**src/rtl/core/lsdc_pkg.sv**
```systemverilog
// Shared constants, types and codes of the LED synchronous detector.
// Used by every module in rtl/core; no dependencies.
`timescale 1ns / 1ps

package lsdc_pkg;

  // Sample and field widths
  localparam int SW   = 22;                              // converter sample bits
  localparam int DW   = SW + 1;                          // signed difference bits
  localparam int KW   = 16;                              // gain width, Q8.8
  localparam int TW   = 8;                               // toggle interval width
  localparam int RW   = 16;                              // report interval width
  localparam int CIW  = 8;                               // config index width
  localparam int CDW  = (SW > KW) ? SW : KW;             // config data width

  // Datapath widths of the shared multiply / divide unit
  localparam int MW   = (SW + 2 > KW + 1) ? SW + 2 : KW + 1; // multiplier operand
  localparam int PW   = 2 * MW;                          // product
  localparam int DENW = MW + KW + 2;                     // signed denominator
  localparam int DVW  = DENW - 1;                        // positive divisor
  localparam int QW   = PW + 8;                          // dividend / quotient
  localparam int QCW  = $clog2(QW);                      // divider step counter

  // Fixed values
  localparam int LED_VOLT_OFFSET = 1092267;
  localparam int NOM_RESET       = 2970000;
  localparam int GAIN_RESET      = 1587;
  localparam int TOGGLE_RESET    = 20;
  localparam int REPORT_RESET    = 100;

  // Configuration register indexes
  typedef enum logic [CIW-1:0] {
    REG_NOMINAL_LED_VOLT = 8'd0,
    REG_CORRECTION_GAIN  = 8'd1,
    REG_TOGGLE_INTERVAL  = 8'd2,
    REG_REPORT_INTERVAL  = 8'd3
  } cfg_idx_e;

  // Detector phases
  typedef enum logic [1:0] {
    PH_LED_ON       = 2'd0,
    PH_COLLECT_LIT  = 2'd1,
    PH_LED_OFF      = 2'd2,
    PH_COLLECT_DARK = 2'd3
  } phase_e;

  // Correction unit sequencer
  typedef enum logic [2:0] {
    CS_IDLE    = 3'd0,
    CS_MUL_DEN = 3'd1,
    CS_MUL_NUM = 3'd2,
    CS_SETUP   = 3'd3,
    CS_DIV     = 3'd4,
    CS_DONE    = 3'd5
  } calc_state_e;

  // Configuration register contents
  typedef struct packed {
    logic [SW-1:0] nom;
    logic [KW-1:0] gain;
    logic [TW-1:0] toggle;
    logic [RW-1:0] report;
  } cfg_t;

  // Sequencer status toward the top level
  typedef struct packed {
    logic report_fire;   // this transaction carries a report
    logic led_on_next;   // LED state after this transaction
    logic led_on;        // registered LED state
  } seq_stat_t;

  // Correction unit status
  typedef struct packed {
    logic busy;
    logic done;
  } calc_stat_t;

endpackage

```
**src/rtl/core/lsdc_regs.sv**
```systemverilog
// Configuration register file of the LED synchronous detector.
// Depends on lsdc_pkg.
`timescale 1ns / 1ps

module lsdc_regs (
  input  logic                        clk_i,
  input  logic                        rst_ni,
  input  logic                        cfg_valid_i,
  output logic                        cfg_ready_o,
  input  logic [lsdc_pkg::CIW-1:0]    cfg_index_i,
  input  logic [lsdc_pkg::CDW-1:0]    cfg_data_i,
  output lsdc_pkg::cfg_t              cfg_o
);

  lsdc_pkg::cfg_t cfg_q, cfg_d;

  assign cfg_ready_o = 1'b1;
  assign cfg_o       = cfg_q;

  // Register decode; unknown indexes are dropped
  always_comb begin
    cfg_d = cfg_q;
    if (cfg_valid_i) begin
      unique case (cfg_index_i)
        lsdc_pkg::REG_NOMINAL_LED_VOLT: cfg_d.nom    = cfg_data_i[lsdc_pkg::SW-1:0];
        lsdc_pkg::REG_CORRECTION_GAIN:  cfg_d.gain   = cfg_data_i[lsdc_pkg::KW-1:0];
        lsdc_pkg::REG_TOGGLE_INTERVAL:  cfg_d.toggle = cfg_data_i[lsdc_pkg::TW-1:0];
        lsdc_pkg::REG_REPORT_INTERVAL:  cfg_d.report = cfg_data_i[lsdc_pkg::RW-1:0];
        default: cfg_d = cfg_q;
      endcase
    end
  end

  always_ff @(posedge clk_i or negedge rst_ni) begin
    if (!rst_ni) begin
      cfg_q.nom    <= lsdc_pkg::SW'(lsdc_pkg::NOM_RESET);
      cfg_q.gain   <= lsdc_pkg::KW'(lsdc_pkg::GAIN_RESET);
      cfg_q.toggle <= lsdc_pkg::TW'(lsdc_pkg::TOGGLE_RESET);
      cfg_q.report <= lsdc_pkg::RW'(lsdc_pkg::REPORT_RESET);
    end else begin
      cfg_q <= cfg_d;
    end
  end

endmodule

```
**src/rtl/core/lsdc_seq.sv**
```systemverilog
// Tick sequencer: toggle and report counters, four-phase LED sequence and
// lit / dark sample latches. Depends on lsdc_pkg.
`timescale 1ns / 1ps

module lsdc_seq (
  input  logic                      clk_i,
  input  logic                      rst_ni,
  input  logic                      tick_i,
  input  logic [lsdc_pkg::SW-1:0]   photo_i,
  input  logic [lsdc_pkg::SW-1:0]   led_volt_i,
  input  logic [lsdc_pkg::TW-1:0]   toggle_interval_i,
  input  logic [lsdc_pkg::RW-1:0]   report_interval_i,
  output lsdc_pkg::seq_stat_t       stat_o,
  output logic [lsdc_pkg::SW-1:0]   lit_photo_o,
  output logic [lsdc_pkg::SW-1:0]   dark_photo_o,
  output logic [lsdc_pkg::SW-1:0]   lit_volt_o,
  output logic [lsdc_pkg::SW-1:0]   dark_volt_o
);

  lsdc_pkg::phase_e              phase_q, phase_d;
  logic [lsdc_pkg::TW-1:0]       toggle_cnt_q, toggle_cnt_d;
  logic [lsdc_pkg::RW-1:0]       report_cnt_q, report_cnt_d;
  logic [lsdc_pkg::SW-1:0]       lit_photo_q, lit_photo_d, dark_photo_q, dark_photo_d;
  logic [lsdc_pkg::SW-1:0]       lit_volt_q, lit_volt_d, dark_volt_q, dark_volt_d;
  logic [lsdc_pkg::TW:0]         toggle_inc;
  logic [lsdc_pkg::RW:0]         report_inc;
  logic                          toggle_fire, report_fire;

  // Interval events; an interval of zero fires every tick as well
  assign toggle_inc  = {1'b0, toggle_cnt_q} + (lsdc_pkg::TW+1)'(1);
  assign report_inc  = {1'b0, report_cnt_q} + (lsdc_pkg::RW+1)'(1);
  assign toggle_fire = toggle_inc >= {1'b0, toggle_interval_i};
  assign report_fire = report_inc >= {1'b0, report_interval_i};

  // Next state on a tick
  always_comb begin
    phase_d      = phase_q;
    toggle_cnt_d = toggle_cnt_q;
    report_cnt_d = report_cnt_q;
    lit_photo_d  = lit_photo_q;
    dark_photo_d = dark_photo_q;
    lit_volt_d   = lit_volt_q;
    dark_volt_d  = dark_volt_q;
    if (tick_i) begin
      toggle_cnt_d = toggle_fire ? '0 : toggle_inc[lsdc_pkg::TW-1:0];
      report_cnt_d = report_fire ? '0 : report_inc[lsdc_pkg::RW-1:0];
      if (toggle_fire) begin
        unique case (phase_q)
          lsdc_pkg::PH_LED_ON: begin
            phase_d = lsdc_pkg::PH_COLLECT_LIT;
          end
          lsdc_pkg::PH_COLLECT_LIT: begin
            lit_photo_d = photo_i;
            lit_volt_d  = led_volt_i;
            phase_d     = lsdc_pkg::PH_LED_OFF;
          end
          lsdc_pkg::PH_LED_OFF: begin
            phase_d = lsdc_pkg::PH_COLLECT_DARK;
          end
          lsdc_pkg::PH_COLLECT_DARK: begin
            dark_photo_d = photo_i;
            dark_volt_d  = led_volt_i;
            phase_d      = lsdc_pkg::PH_LED_ON;
          end
          default: phase_d = lsdc_pkg::PH_LED_ON;
        endcase
      end
    end
  end

  always_ff @(posedge clk_i or negedge rst_ni) begin
    if (!rst_ni) begin
      phase_q      <= lsdc_pkg::PH_LED_ON;
      toggle_cnt_q <= '0;
      report_cnt_q <= '0;
      lit_photo_q  <= '0;
      dark_photo_q <= '0;
      lit_volt_q   <= '0;
      dark_volt_q  <= '0;
    end else begin
      phase_q      <= phase_d;
      toggle_cnt_q <= toggle_cnt_d;
      report_cnt_q <= report_cnt_d;
      lit_photo_q  <= lit_photo_d;
      dark_photo_q <= dark_photo_d;
      lit_volt_q   <= lit_volt_d;
      dark_volt_q  <= dark_volt_d;
    end
  end

  // LED is lit in the first two phases
  assign stat_o.report_fire = report_fire;
  assign stat_o.led_on_next = (phase_d == lsdc_pkg::PH_LED_ON) ||
                              (phase_d == lsdc_pkg::PH_COLLECT_LIT);
  assign stat_o.led_on      = (phase_q == lsdc_pkg::PH_LED_ON) ||
                              (phase_q == lsdc_pkg::PH_COLLECT_LIT);

  assign lit_photo_o  = lit_photo_q;
  assign dark_photo_o = dark_photo_q;
  assign lit_volt_o   = lit_volt_q;
  assign dark_volt_o  = dark_volt_q;

endmodule

```
**src/rtl/core/lsdc_calc.sv**
```systemverilog
// Drift correction unit: one shared signed multiplier and a restoring
// divider, one quotient bit per cycle, under a small sequencer.
// Depends on lsdc_pkg.
`timescale 1ns / 1ps

module lsdc_calc (
  input  logic                             clk_i,
  input  logic                             rst_ni,
  input  logic                             start_i,
  input  logic signed [lsdc_pkg::DW-1:0]   raw_i,
  input  logic signed [lsdc_pkg::DW-1:0]   vd_i,
  input  logic [lsdc_pkg::SW-1:0]          nom_i,
  input  logic [lsdc_pkg::KW-1:0]          gain_i,
  output lsdc_pkg::calc_stat_t             stat_o,
  output logic signed [lsdc_pkg::DW-1:0]   corr_o,
  output logic                             invalid_o
);

  lsdc_pkg::calc_state_e                   state_q, state_d;
  logic [lsdc_pkg::QCW-1:0]                cnt_q;
  logic signed [lsdc_pkg::PW-1:0]          prod_q;
  logic signed [lsdc_pkg::DENW-1:0]        den_q;
  logic [lsdc_pkg::DVW-1:0]                rem_q;
  logic [lsdc_pkg::QW-1:0]                 quo_q;
  logic                                    neg_q, inv_q;

  logic signed [lsdc_pkg::DW-1:0]          b_s;
  logic signed [lsdc_pkg::SW+1:0]          vn_s;
  logic signed [lsdc_pkg::MW-1:0]          mul_a, mul_b;
  logic signed [lsdc_pkg::PW-1:0]          mul_p;
  logic signed [lsdc_pkg::DENW-1:0]        den_sum;
  logic [lsdc_pkg::PW-1:0]                 prod_mag;
  logic [lsdc_pkg::DVW:0]                  shifted;
  logic [lsdc_pkg::DVW+1:0]                diff;
  logic                                    den_ok, last_step;
  logic [lsdc_pkg::QW-1:0]                 mag_lim;

  // b = nominal - offset, and (vd - nominal)
  assign b_s  = $signed({1'b0, nom_i}) - $signed(lsdc_pkg::DW'(lsdc_pkg::LED_VOLT_OFFSET));
  assign vn_s = (lsdc_pkg::SW+2)'(vd_i) - $signed({2'b00, nom_i});

  // Shared multiplier operand select
  always_comb begin
    unique case (state_q)
      lsdc_pkg::CS_MUL_DEN: begin
        mul_a = lsdc_pkg::MW'(vn_s);
        mul_b = lsdc_pkg::MW'($signed({1'b0, gain_i}));
      end
      default: begin
        mul_a = lsdc_pkg::MW'(raw_i);
        mul_b = lsdc_pkg::MW'(b_s);
      end
    endcase
  end
  assign mul_p = mul_a * mul_b;

  // Denominator: b * 256 + (vd - nominal) * gain
  assign den_sum = (lsdc_pkg::DENW'(b_s) <<< 8) + lsdc_pkg::DENW'(prod_q);
  assign den_ok  = den_q > lsdc_pkg::DENW'(0);

  // Numerator magnitude
  assign prod_mag = prod_q[lsdc_pkg::PW-1] ? lsdc_pkg::PW'(-prod_q) : lsdc_pkg::PW'(prod_q);

  // Restoring divider step
  assign shifted   = {rem_q, quo_q[lsdc_pkg::QW-1]};
  assign diff      = {1'b0, shifted} - {2'b00, den_q[lsdc_pkg::DVW-1:0]};
  assign last_step = cnt_q == lsdc_pkg::QCW'(lsdc_pkg::QW - 1);

  // Next state
  always_comb begin
    state_d = state_q;
    unique case (state_q)
      lsdc_pkg::CS_IDLE:    if (start_i) state_d = lsdc_pkg::CS_MUL_DEN;
      lsdc_pkg::CS_MUL_DEN: state_d = lsdc_pkg::CS_MUL_NUM;
      lsdc_pkg::CS_MUL_NUM: state_d = lsdc_pkg::CS_SETUP;
      lsdc_pkg::CS_SETUP:   state_d = den_ok ? lsdc_pkg::CS_DIV : lsdc_pkg::CS_DONE;
      lsdc_pkg::CS_DIV:     if (last_step) state_d = lsdc_pkg::CS_DONE;
      lsdc_pkg::CS_DONE:    state_d = lsdc_pkg::CS_IDLE;
      default:              state_d = lsdc_pkg::CS_IDLE;
    endcase
  end

  always_ff @(posedge clk_i or negedge rst_ni) begin
    if (!rst_ni) begin
      state_q <= lsdc_pkg::CS_IDLE;
    end else begin
      state_q <= state_d;
    end
  end

  // Datapath registers
  always_ff @(posedge clk_i) begin
    unique case (state_q)
      lsdc_pkg::CS_MUL_DEN: begin
        prod_q <= mul_p;
      end
      lsdc_pkg::CS_MUL_NUM: begin
        den_q  <= den_sum;
        prod_q <= mul_p;
      end
      lsdc_pkg::CS_SETUP: begin
        inv_q <= !den_ok;
        neg_q <= prod_q[lsdc_pkg::PW-1];
        rem_q <= '0;
        quo_q <= {prod_mag, 8'h00};
        cnt_q <= '0;
      end
      lsdc_pkg::CS_DIV: begin
        cnt_q <= cnt_q + lsdc_pkg::QCW'(1);
        if (!diff[lsdc_pkg::DVW+1]) begin
          rem_q <= diff[lsdc_pkg::DVW-1:0];
          quo_q <= {quo_q[lsdc_pkg::QW-2:0], 1'b1};
        end else begin
          rem_q <= shifted[lsdc_pkg::DVW-1:0];
          quo_q <= {quo_q[lsdc_pkg::QW-2:0], 1'b0};
        end
      end
      default: begin
        cnt_q <= cnt_q;
      end
    endcase
  end

  // Outputs: status and saturated, signed quotient
  always_comb begin
    stat_o.busy = state_q != lsdc_pkg::CS_IDLE;
    stat_o.done = state_q == lsdc_pkg::CS_DONE;
    invalid_o   = inv_q;
    mag_lim     = neg_q ? (lsdc_pkg::QW'(1) << lsdc_pkg::SW)
                        : ((lsdc_pkg::QW'(1) << lsdc_pkg::SW) - lsdc_pkg::QW'(1));
    if (inv_q) begin
      corr_o = '0;
    end else if (quo_q > mag_lim) begin
      corr_o = neg_q ? {1'b1, {(lsdc_pkg::DW-1){1'b0}}} : {1'b0, {(lsdc_pkg::DW-1){1'b1}}};
    end else begin
      corr_o = neg_q ? -$signed(quo_q[lsdc_pkg::DW-1:0]) : $signed(quo_q[lsdc_pkg::DW-1:0]);
    end
  end

endmodule

```
**src/rtl/core/led_sync_detect_drift_correct_top.sv**
```systemverilog
// Top level of the LED synchronous detector with drift correction.
// Depends on lsdc_pkg, lsdc_regs, lsdc_seq and lsdc_calc.
`timescale 1ns / 1ps

// One input transaction is one millisecond tick. It steps the toggle and
// report counters and the four-phase LED sequence at once, and returns
// exactly one result transaction. A tick without a report is loaded straight
// into the output register, where its result sits the next cycle. A report
// tick runs the correction unit: two passes through the shared multiplier,
// a setup state, then a restoring divider that yields one quotient bit per
// cycle over 56 bits, and a done state to hand over the result, with
// in_stall_o high throughout; the next tick can be taken once the unit is
// idle again. A non-positive denominator skips the divider and goes from
// the setup state straight to the done state. A new tick is also held off
// while a finished result is stalled at the output. Configuration writes
// are taken at any time (cfg_ready_o stays high) but should only be issued
// while idle.
module led_sync_detect_drift_correct_top (
  input  logic                             clk_i,
  input  logic                             rst_ni,
  // tick input
  input  logic                             in_valid_i,
  output logic                             in_stall_o,
  input  logic [lsdc_pkg::SW-1:0]          photo_sample_i,
  input  logic [lsdc_pkg::SW-1:0]          led_volt_sample_i,
  input  logic [lsdc_pkg::SW-1:0]          thermistor_sample_i,
  // result output
  output logic                             out_valid_o,
  input  logic                             out_stall_i,
  output logic                             led_on_o,
  output logic                             report_valid_o,
  output logic [lsdc_pkg::SW-1:0]          dark_value_o,
  output logic [lsdc_pkg::SW-1:0]          light_value_o,
  output logic signed [lsdc_pkg::DW-1:0]   raw_difference_o,
  output logic signed [lsdc_pkg::DW-1:0]   led_volt_difference_o,
  output logic signed [lsdc_pkg::DW-1:0]   corrected_value_o,
  output logic [lsdc_pkg::SW-1:0]          thermistor_value_o,
  output logic                             correction_invalid_o,
  // configuration writes
  input  logic                             cfg_valid_i,
  output logic                             cfg_ready_o,
  input  logic [lsdc_pkg::CIW-1:0]         cfg_index_i,
  input  logic [lsdc_pkg::CDW-1:0]         cfg_data_i
);

  lsdc_pkg::cfg_t                   cfg;
  lsdc_pkg::seq_stat_t              seq_stat;
  lsdc_pkg::calc_stat_t             calc_stat;
  logic [lsdc_pkg::SW-1:0]          lit_photo, dark_photo, lit_volt, dark_volt;
  logic signed [lsdc_pkg::DW-1:0]   raw_diff, volt_diff, corr;
  logic                             corr_invalid;
  logic                             in_accept, load_plain, load_report, out_take;

  logic                             out_valid_q, out_valid_d;
  logic [lsdc_pkg::SW-1:0]          therm_q;
  logic                             led_on_q, report_q, invalid_q;
  logic [lsdc_pkg::SW-1:0]          dark_q, light_q, therm_out_q;
  logic signed [lsdc_pkg::DW-1:0]   raw_q, vdiff_q, corr_q;

  lsdc_regs u_regs (
    .clk_i       (clk_i),
    .rst_ni      (rst_ni),
    .cfg_valid_i (cfg_valid_i),
    .cfg_ready_o (cfg_ready_o),
    .cfg_index_i (cfg_index_i),
    .cfg_data_i  (cfg_data_i),
    .cfg_o       (cfg)
  );

  lsdc_seq u_seq (
    .clk_i             (clk_i),
    .rst_ni            (rst_ni),
    .tick_i            (in_accept),
    .photo_i           (photo_sample_i),
    .led_volt_i        (led_volt_sample_i),
    .toggle_interval_i (cfg.toggle),
    .report_interval_i (cfg.report),
    .stat_o            (seq_stat),
    .lit_photo_o       (lit_photo),
    .dark_photo_o      (dark_photo),
    .lit_volt_o        (lit_volt),
    .dark_volt_o       (dark_volt)
  );

  // Lit minus dark differences from the latched samples
  assign raw_diff  = $signed({1'b0, lit_photo}) - $signed({1'b0, dark_photo});
  assign volt_diff = $signed({1'b0, lit_volt})  - $signed({1'b0, dark_volt});

  lsdc_calc u_calc (
    .clk_i     (clk_i),
    .rst_ni    (rst_ni),
    .start_i   (load_report),
    .raw_i     (raw_diff),
    .vd_i      (volt_diff),
    .nom_i     (cfg.nom),
    .gain_i    (cfg.gain),
    .stat_o    (calc_stat),
    .corr_o    (corr),
    .invalid_o (corr_invalid)
  );

  // Handshakes
  assign in_stall_o  = calc_stat.busy || (out_valid_q && out_stall_i);
  assign in_accept   = in_valid_i && !in_stall_o;
  assign out_take    = out_valid_q && !out_stall_i;
  assign load_plain  = in_accept && !seq_stat.report_fire;
  assign load_report = in_accept && seq_stat.report_fire;

  always_comb begin
    out_valid_d = out_valid_q;
    if (load_plain || calc_stat.done) begin
      out_valid_d = 1'b1;
    end else if (out_take) begin
      out_valid_d = 1'b0;
    end
  end

  always_ff @(posedge clk_i or negedge rst_ni) begin
    if (!rst_ni) begin
      out_valid_q <= 1'b0;
    end else begin
      out_valid_q <= out_valid_d;
    end
  end

  // Thermistor sample held for the report of this tick
  always_ff @(posedge clk_i) begin
    if (in_accept) begin
      therm_q <= thermistor_sample_i;
    end
  end

  // Output register: plain tick result or finished report
  always_ff @(posedge clk_i) begin
    if (load_plain) begin
      led_on_q    <= seq_stat.led_on_next;
      report_q    <= 1'b0;
      dark_q      <= '0;
      light_q     <= '0;
      raw_q       <= '0;
      vdiff_q     <= '0;
      corr_q      <= '0;
      therm_out_q <= '0;
      invalid_q   <= 1'b0;
    end else if (calc_stat.done) begin
      led_on_q    <= seq_stat.led_on;
      report_q    <= 1'b1;
      dark_q      <= dark_photo;
      light_q     <= lit_photo;
      raw_q       <= raw_diff;
      vdiff_q     <= volt_diff;
      corr_q      <= corr;
      therm_out_q <= therm_q;
      invalid_q   <= corr_invalid;
    end
  end

  assign out_valid_o           = out_valid_q;
  assign led_on_o              = led_on_q;
  assign report_valid_o        = report_q;
  assign dark_value_o          = dark_q;
  assign light_value_o         = light_q;
  assign raw_difference_o      = raw_q;
  assign led_volt_difference_o = vdiff_q;
  assign corrected_value_o     = corr_q;
  assign thermistor_value_o    = therm_out_q;
  assign correction_invalid_o  = invalid_q;

endmodule

```
**config.mk**
```make
export PLATFORM = sky130hd
export DESIGN_NAME = led_sync_detect_drift_correct_top
export DESIGN_NICKNAME = d
export VERILOG_FILES = /design/src/rtl/core/lsdc_pkg.sv /design/src/rtl/core/lsdc_regs.sv /design/src/rtl/core/lsdc_seq.sv /design/src/rtl/core/lsdc_calc.sv /design/src/rtl/core/led_sync_detect_drift_correct_top.sv
export SDC_FILE = /design/constraint.sdc
export NUM_CORES = 2
export LEC_CHECK = 0
export BUFFER_PORTS_ARGS = -buffer_cell sky130_fd_sc_hd__buf_2
export CORE_MARGIN = 5
export CORE_UTILIZATION = 40
export CTS_CLUSTER_SIZE = 24
export DETAILED_ROUTE_END_ITERATION = 10
export HOLD_SLACK_MARGIN = 0.06
export MAX_ROUTING_LAYER = met4
export PLACE_DENSITY = 0.64
export RECOVER_POWER = 25
export SETUP_SLACK_MARGIN = 0.2
export SYNTH_ARGS = -nofsm -noshare
export SYNTH_HDL_FRONTEND = slang
export SYNTH_SLANG_ARGS = --single-unit
```
**constraint.sdc**
```tcl
create_clock -name clk_i -period 20.5 [get_ports clk_i]
set_input_delay 6.15 -clock clk_i [delete_from_list [all_inputs] [get_ports clk_i]]
set_output_delay 6.15 -clock clk_i [all_outputs]
set_load 0.05 [all_outputs]
```
==> flow_summary_export.csv <==
group,metric,value,unit
critical_path,cp-start-kind,"input port",
synthesis,syn_inst,5580,
run_status,status,"complete, but fails checks",
final_layout,final_cell_mix,"837 x inv_1, 715 x nand2_1, 593 x fa_1",
final_layout,drive_above_1_share,10.0,%
placed_design,dpl_cell_area,0.0544,sq mm
synthesis,synth-edff-count,218,
synthesis,ys_ff_latch,535,
sta,skew,0.0340,ns
synthesis,async_flop_share,33.6,%
synthesis,synth_nets,6610,
global_routing,grt-ovfl-total,0,
synthesis,syn_area,0.0513,sq mm
synthesis,synth.distinct_cells,92,
synthesis,yosysSeqAreaShare,26.9,%
final_layout,stdcell_count,7454,
final_layout,layout_commonest_cell,"inv_1",
sta,maxSlewHeadroom,-176,%
critical_path,critPathTopFamily,"compound AO/OA/AOI/OAI gates",
global_routing,antenna_found_initial,6,
final_layout,multi_input_area,0.0336,sq mm
routing,routed_wl,157000,um
critical_path,path_common_cell,"buf_2",
sta,setup_viol,0,
routing,drc,0,
critical_path,critPathMaxStageDelay,0.59,ns
sta,period_needed,13.31,ns
clock_tree,insertion_delay,0.69,ns
sta,worst_pin_slew,4.14,ns
sta,slew_viol_final,440,
critical_path,worstPathArrival,7.16,ns
clock_tree,clkTransAtPathRegs,0.06,ns
routing,vias_per_cell,5.45,
floorplan,die_area,0.136,sq mm
job,drv_cap,8,
global_routing,grt_max_degree,118,
routing,final_antenna_net_count,0,
critical_path,crit_fanout,2,
critical_path,cp_num_buf_inv,3,
routing,detail_route.first_pass.iterations,7,
clock_tree,numCtsBuffers,59,
clock_tree,cts_resized,0,
critical_path,critical_path.slowest_cell,"a2111oi_0",
floorplan,pin_count,242,
final_layout,seqCellArea,0.0138,sq mm
critical_path,worstPathCellList,"buf_2 -> a2111oi_0 -> inv_1 -> buf_2",
global_routing,grt_pass1_wl,240000,um
critical_path,crit_required,14.35,ns
sta,setup_tns,0,ns
final_layout,nNetsFinal,6763,
floorplan,core_area,0.128,sq mm
sta,hold_viol_final,0,
synthesis,syn_area_per_cell,9.19,sq um
clock_tree,post_cts_buffers,0,
global_routing,first_global_vias,39900,
final_layout,fillers,12400,
routing,vias,40600,
floorplan,std_cell_rows,131,
placed_design,io_buffers,240,
sta,timing.fmax,0.0752,GHz
floorplan,start_util,40.2,%
sta,rsz0062_at_grt,"no",
sta,timing.final.crit_share,64.9,%
final_layout,area_growth,9.85,%
placed_design,place.gp.congestion,0.996,
clock_tree,cts_sinks,535,
routing,wl_per_cell,21.1,um
final_layout,final_area,0.0563,sq mm
synthesis,synth_ff_type,"edfxtp_1",
clock_tree,h-tree-depth,2,
placed_design,dp_hpwl,125000,um
floorplan,die_w,368,um
placed_design,place_inst,7334,
clock_tree,cts_root_buffer,"clkbuf_16",
floorplan,die_h,368,um
run_status,violations,"max-capacitance violations, max-slew violations",
synthesis,ys_warn_count,0,
routing,drt-initial-drc-count,3529,
clock_tree,cts-hold-fix-buffers,0,
clock_tree,cts_tree,"built",
final_layout,fin_util,44.2,%
clock_tree,clockBufferDepth,3,
global_routing,grt_usage,23.4,%
critical_path,criticalPathCategory,"input port to output pin",
critical_path,critPathCaptureType,"output pin",
worst_hold_path,hp-class,"flop to flop",
Yosys cell counts (all sizes together), types with 137 or more instances:
| master | number | area, sq um |
|---|---|---|
| a21oi | 206 | 1030 |
| clkbuf | 198 | 743 |
| dfrtp | 160 | 4000 |
| dfxtp | 137 | 2740 |
| edfxtp | 218 | 6550 |
| fa | 593 | 11900 |
| ha | 336 | 4200 |
| inv | 837 | 3140 |
| nand2 | 718 | 2700 |
| nor2 | 453 | 1700 |
| o21ai | 405 | 2030 |
| xnor2 | 181 | 1590 |
worst register-to-register path, delay by kind of cell, from the launching register on:
family                     cells  cell delay [ns]
and+or+nand+nor                8             2.12
AOI/OAI and AO/OA              5             2.71
DFF                            1             0.57
xor gates and xnor gates       1             0.10
buffers and inverters          8             2.76
adders and majority gates      8             4.07
cells by family after synthesis:
logic type	Yosys count	share of synthesized area, %
AOI/OAI and AO/OA	1014	12.3
xor gates and xnor gates	293	5.00
adders and majority gates	931	31.4
buffers and inverters	1055	7.76
DFF	535	26.9
muxes	128	2.71
other	1	0.00731
and+or+nand+nor	1623	13.9
registers in the layout, summed over array words and instances (netlist names), 2 cells and up:
signal and cells:
u_calc.cnt_q 6, u_seq.dark_photo_o 22, thermistor_value_o 22, u_seq.dark_volt_o 22, raw_difference_o 23, led_volt_difference_o 23
corrected_value_o 23, dark_value_o 22, u_calc.prod_q 48, u_seq.phase_q 2, u_calc.den_q 42, therm_q 22
u_seq.lit_volt_o 22, u_regs.cfg_o 62, u_calc.rem_q 41, u_calc.quo_q 56, u_calc.state_q 3, u_seq.toggle_cnt_q 8
light_value_o 22, u_seq.lit_photo_o 22, u_seq.report_cnt_q 16
path summary, 6_finish.rpt:
kind                                                        to  depth (start not counted)  slack (ns)                     startpoint
setup / recovery                                    in_stall_o                          4        7.19                    out_stall_i
hold / removal             thermistor_value_o[21]$_SDFFE_PP0P_                          2        0.42          therm_q[21]$_DFFE_PP_
setup reg to reg                   u_calc.prod_q[46]$_DFFE_PN_                         30        7.91  u_calc.state_q[2]$_DFFE_PN0P_
hold reg to reg            thermistor_value_o[21]$_SDFFE_PP0P_                          2        0.42          therm_q[21]$_DFFE_PP_
max in group asynchronous    u_seq.lit_photo_o[19]$_DFFE_PN0P_                          2       13.38                         rst_ni
min in group asynchronous         u_regs.cfg_o[17]$_DFFE_PN0P_                          1        5.59                         rst_ni
metal layers:
| metal | vias to the layer above | part of all wire, % | GRT usage [%] |
|---|---|---|---|
| met5 | - | 0 | - |
| met4 | 0 | 3.7 | 7.48 |
| met3 | 282 | 8.1 | 4.98 |
| met2 | 1388 | 46 | 35.9 |
| met1 | 20400 | 42 | 31.1 |
| li1 | 18600 | - | - |
metrics by stage:
| stage | hold WS (ns) | worst slack [ns] |
|---|---|---|
| final | 0.419 | 7.19 |
| after global routing | 0.461 | 7.15 |
| after CTS | 0.422 | 7.21 |
| after detailed placement | 0.434 | 7.20 |
| after global placement | 0.420 | 7.26 |
| after floorplan | 0.418 | 7.43 |
cell type report:
| cell class | instances | share of cell area [%] |
|---|---|---|
| clock buffer | 88 | 3.07 |
| multi-input combinational | 3990 | 59.6 |
| sequential | 535 | 24.5 |
| tap | 1662 | 3.69 |
| antenna | 9 | 0.0400 |
| timing repair buffer | 309 | 3.02 |
| clock inverter | 23 | 0.453 |
| inverter | 838 | 5.58 |
Power is not shown: default switching activity piles up to over one toggle a cycle in this logic, so the estimate is an artifact.
